**config.mk**
```make
export PLATFORM = sky130hd
export DESIGN_NAME = segloc_cell
export DESIGN_NICKNAME = d
export VERILOG_FILES = /design/src/rtl/segloc_pkg.sv /design/src/rtl/segloc_cell.sv
export SDC_FILE = /design/constraint.sdc
export NUM_CORES = 1
export LEC_CHECK = 0
export BUFFER_PORTS_ARGS = -buffer_cell sky130_fd_sc_hd__buf_2
export CAP_MARGIN = 30
export CORE_UTILIZATION = 41
export CTS_BUF_LIST = sky130_fd_sc_hd__clkbuf_8
export CTS_CLUSTER_DIAMETER = 60
export DETAILED_ROUTE_END_ITERATION = 16
export HOLD_SLACK_MARGIN = 0.06
export MAX_ROUTING_LAYER = met4
export PLACE_DENSITY = 0.82
export SLEW_MARGIN = 20
export SYNTH_ARGS = -nofsm -noshare
export SYNTH_HDL_FRONTEND = slang
export SYNTH_SLANG_ARGS = --single-unit
```
**constraint.sdc**
```tcl
create_clock -name clk -period 2.3 [get_ports clk]
set_clock_uncertainty 0.15 [all_clocks]
set_input_delay 0.115 -clock clk [delete_from_list [all_inputs] [get_ports clk]]
set_output_delay 0.115 -clock clk [all_outputs]
set_load 0.02 [all_outputs]
```
**src/rtl/segloc_pkg.sv**
```systemverilog
// shared types and constants for the segment locator
package segloc_pkg;

    localparam int MAX_SEGMENTS = 256;
    localparam int SIZE_BITS    = 32;

    localparam int OP_W  = 2;
    localparam int END_W = 40;
    localparam int SEG_W = 9;
    localparam int OFF_W = 32;

    // slot index into the cell row and a count that can reach the capacity itself
    localparam int IDX_W = (MAX_SEGMENTS > 1) ? $clog2(MAX_SEGMENTS) : 1;
    localparam int NUM_W = $clog2(MAX_SEGMENTS + 1);

    localparam logic [OP_W-1:0] OP_CLEAR  = 2'd0;
    localparam logic [OP_W-1:0] OP_APPEND = 2'd1;
    localparam logic [OP_W-1:0] OP_QUERY  = 2'd2;

    localparam logic [END_W-1:0] END_MAX = {END_W{1'b1}};

    typedef struct packed {
        logic [OP_W-1:0]  opcode;
        logic [END_W-1:0] value;
    } req_t;

    typedef struct packed {
        logic [SEG_W-1:0] segment_number;
        logic [OFF_W-1:0] offset;
        logic             out_of_range;
    } rsp_t;

    // broadcast from the top level to every cell
    typedef struct packed {
        logic             wr_en;
        logic [IDX_W-1:0] wr_slot;
        logic [END_W-1:0] wr_end;
        logic [END_W-1:0] pos;
    } ctl_t;

    // search result handed from cell to cell
    typedef struct packed {
        logic             found;
        logic [NUM_W-1:0] seg;
        logic [OFF_W-1:0] off;
    } hit_t;

endpackage

```
**src/rtl/segloc_cell.sv**
```systemverilog
// one cell of the prefix-sum row: holds one cumulative end and forwards the search result
module segloc_cell (
    input  logic                           clk,
    input  logic                           rst_n,
    input  logic [segloc_pkg::IDX_W-1:0]   slot,
    input  segloc_pkg::ctl_t               ctl,
    input  logic [segloc_pkg::END_W-1:0]   prev_end,
    input  segloc_pkg::hit_t               hit_in,
    output logic [segloc_pkg::END_W-1:0]   end_out,
    output segloc_pkg::hit_t               hit_out
);
    import segloc_pkg::*;

    logic [END_W-1:0] end_reg;
    hit_t             hit_reg;
    hit_t             hit_next;
    logic [END_W-1:0] diff;

    always_ff @(posedge clk)
    begin
        if (ctl.wr_en && ctl.wr_slot == slot)
        begin
            end_reg <= ctl.wr_end;
        end
    end

    assign diff = ctl.pos - prev_end;

    // an earlier cell's hit wins, so the first end reaching the position is the answer
    always_comb
    begin
        hit_next = '0;
        if (hit_in.found)
        begin
            hit_next = hit_in;
        end
        else if (end_reg >= ctl.pos)
        begin
            hit_next.found = 1'b1;
            hit_next.seg   = NUM_W'(slot) + NUM_W'(1);
            hit_next.off   = diff[OFF_W-1:0];
        end
    end

    always_ff @(posedge clk or negedge rst_n)
    begin
        if (!rst_n)
        begin
            hit_reg <= '0;
        end
        else
        begin
            hit_reg <= hit_next;
        end
    end

    assign end_out = end_reg;
    assign hit_out = hit_reg;

endmodule

```
==> impl_results.md <==
* Critical Path AT at 2.79 ns
* Async SR Flop Fraction at 0.5122
* Final hold vios at 0
* Avg Vias per Cell at 5.035
* Maximum vdd drop at 0.0003389 V
* CTS root buf: clkbuf_8
* Starting Density at 0.4256
* Setup crit start: end_out[0]$_DFFE_PP_
* Reg2reg end: hit_out[28]$_DFF_PN0_
* Synth Instances at 602
* Wire per inst at 16.04 um
* Max_cap viols at 0
* Seq/Total Area, Yosys at 0.3934
* ANT nets after route at 0
* Grt total ovfl at 0
* Synth Net Count at 856
* Power Density at 467.2 mW/mm2
* Worst setup path end: hit_out[28]$_DFF_PN0_
* Pins Over Slew Limit at 0
* Startpoint Class: register
* Number of synthesized flops with an enable pin at 40
* Number of DRC markers in iteration 0 at 314
* Power Total at 4.327 mW
* Fmax at 0.3770 GHz
* Top_reg_cell synth: dfrtp_1
* Hold Slack at 0.09868 ns
* RSZ-0062 raised after global routing: yes
* Pleak at 4.821 nW
* Die area at 0.01444 mm2
* Routed wire length at 19,740 um
* Area leader, netlist: edfxtp_1
* Vias in the first global route at 6,421
* DR DRC count at 0
* Num CTS Buffers at 9
* Clock buffer depth at 2
* Routability congestion estimate at 0.9076
* Clk_lat worst skew at 0.38 ns
* Worst Setup Slack, final at -0.3525 ns
* Netlist cell types at 51
* Post-DP HPWL at 14,640 um
* Kind of critical path: register to register
* Drt first pass iters at 5
* Fillers at 1,058
* Class of the worst hold path: input port to register
* Synthesized cell area at 0.005725 mm2
* Post-route clock period utilization at 1.153
* Htree depth at 3
* All-layer global routing usage at 0.2832
* Most common cell after layout, fill and taps aside: buf_2
* First-pass GRT wire length at 30,620 um
* Placed standard-cell area at 0.007971 mm2
* Vias at 6,198
* Synth top area share at 0.2098
* R2r worst-path depth at 12
* Yosys warning count at 0
* P&R area growth vs syn at 61.76%
* Port bufs at 254
* TNS Setup at -9.490 ns
* Post-route cell area at 0.009261 mm2
* Nets at 1,303
* Crit path required time at 2.44 ns
* Crit Path Max Fanout at 4
* Flops & latches, synth at 82
* Row count at 42
* Met1 Use GR at 0.3149
* Violated checks: negative setup slack
* Syn_area_per_cell at 9.511 um2
* Crit. End Element: register
* Largest net degree at the start of global routing at 43
* # IOs at 263
* Clk pin slew, worst setup/hold paths at 0.09 ns
* Leading post-synthesis cells by cell area: edfxtp_1 (21%), dfrtp_1 (18%), ha_1 (16%)
* Met3 global-route usage at 0.05613
* Met2 GRT Util at 0.4799
* Most frequent cells in the layout: buf_2 (254), buf_4 (98), dlygate4sd3_1 (94)
* Die width at 120.2 um
* Rel. slew slack at 0.6156
* Flop2flop setup slack at -0.35 ns
* Final setup viols at 42
* Fraction of layout instances using a drive strength above 1 at 0.3824
* Worst r2r src: end_out[0]$_DFFE_PP_
* Final worst path period need at 2.652 ns
* Core area at 0.01345 mm2
* TritonCTS clock tree: done
* Die outline height at 120.2 um
* CTS Sinks at 82
* Antenna violations before repair at 1
* Worst-margin pin slew at 0.5766 ns
* Gr busiest metal: met2
* Outcome: finished, violations left
logic make-up (layout without fill, tap and decap cells):
logic type	count (synthesis)	in the layout	synth area share
AO/OA/AOI/OAI	172	172	0.2102
XOR/XNOR	40	40	0.06119
adder cells (fa/ha/maj)	73	73	0.1608
buffers and inverters	97	549	0.06425
flip-flops	82	82	0.3934
other	0	1	0
AND/OR/NAND/NOR	138	138	0.1101
synth_stat cells (3+ instances only):
master	count
o21a_1	5
o41ai_1	3
a211oi_1	3
inv_1	82
nor3_1	5
o31ai_1	27
a22o_1	9
o21ai_0	22
dfrtp_1	42
a31oi_1	4
o21bai_1	6
and3_1	5
nor2_1	27
xnor2_1	25
nand2_1	61
buf_2	3
a21o_1	28
ha_1	72
clkbuf_1	12
a21oi_1	45
nand3_1	15
edfxtp_1	40
nand2b_1	3
xor2_1	15
and2_1	3
nand4_1	9
worst min path at each step:
stage | cells after the start | to | start | slack (ns)
after global placement | 1 | end_out[10]$_DFFE_PP_ | ctl[50] | 0.14
after detailed placement | 1 | end_out[26]$_DFFE_PP_ | ctl[66] | 0.14
after floorplan | 0 | hit_out[0]$_DFF_PN0_ | rst_n | -0.33
after global routing | 3 | hit_out[15]$_DFF_PN0_ | hit_in[41] | 0.1
after CTS | 3 | hit_out[12]$_DFF_PN0_ | hit_in[41] | 0.07
final | 3 | hit_out[15]$_DFF_PN0_ | hit_in[41] | 0.1
state kept, by name, summed over array words and instances (netlist names):
name and cells:
hit_out 42, end_out 40
layer usage:
layer  vias to the layer above  share of wire
met3                        73          0.061
met1                      2801           0.40
li1                       3034              -
met4                         0          0.043
met5                         -              0
met2                       290           0.49
power breakdown:
part / internal, mW / total, mW / switching (mW)
registers: 1.61 / 1.63 / 0.0201
logic: 0.733 / 1.49 / 0.756
clock network: 0.644 / 1.21 / 0.566
total: 2.98 / 4.33 / 1.34
critical path: stages (launching register included):
cell and delay, ns:
edfxtp_1 0.38, inv_1 0.06, ha_1 0.27, nand2b_4 0.11
a21o_1 0.12, a211o_1 0.15, a211oi_2 0.08, o21a_1 0.19
o31a_1 0.29, buf_6 0.14, or3_1 0.30, a211o_1 0.23
o211ai_1 0.09
cell type report:
type                            instances  area (um2)  area share
Clock buffer                           10       137.6     0.01486
Clock inverter                          6       87.58    0.009457
Tap cell                              176       220.2     0.02378
Sequential cell                        82        2252      0.2432
Antenna cell                            1       2.502   0.0002702
Timing Repair Buffer                  451        3022      0.3263
Multi-Input combinational cell        423        3232      0.3490
Inverter                               82       307.8     0.03323
repair_timing:
action | in CTS | in global routing
hold buffers | 93 | 1
endpoints found under the hold margin | 123 | 9
setup buffers | 2 | 1
setup endpoints to repair | 42 | 42
pin swaps | 13 | 14
gates resized for setup | 8 | 11
metrics by stage:
stage,worst slack (ns),utilization,std cells
floorplan,-0.1993,-,602
global placement,-0.4096,0.5925,1117
detailed placement,-0.5125,0.5925,1117
CTS,-0.3190,0.6819,1228
global route,-0.4637,0.6884,1231
finish,-0.3525,0.6884,1231
No activity file was read; power rests on OpenSTA's default activity.
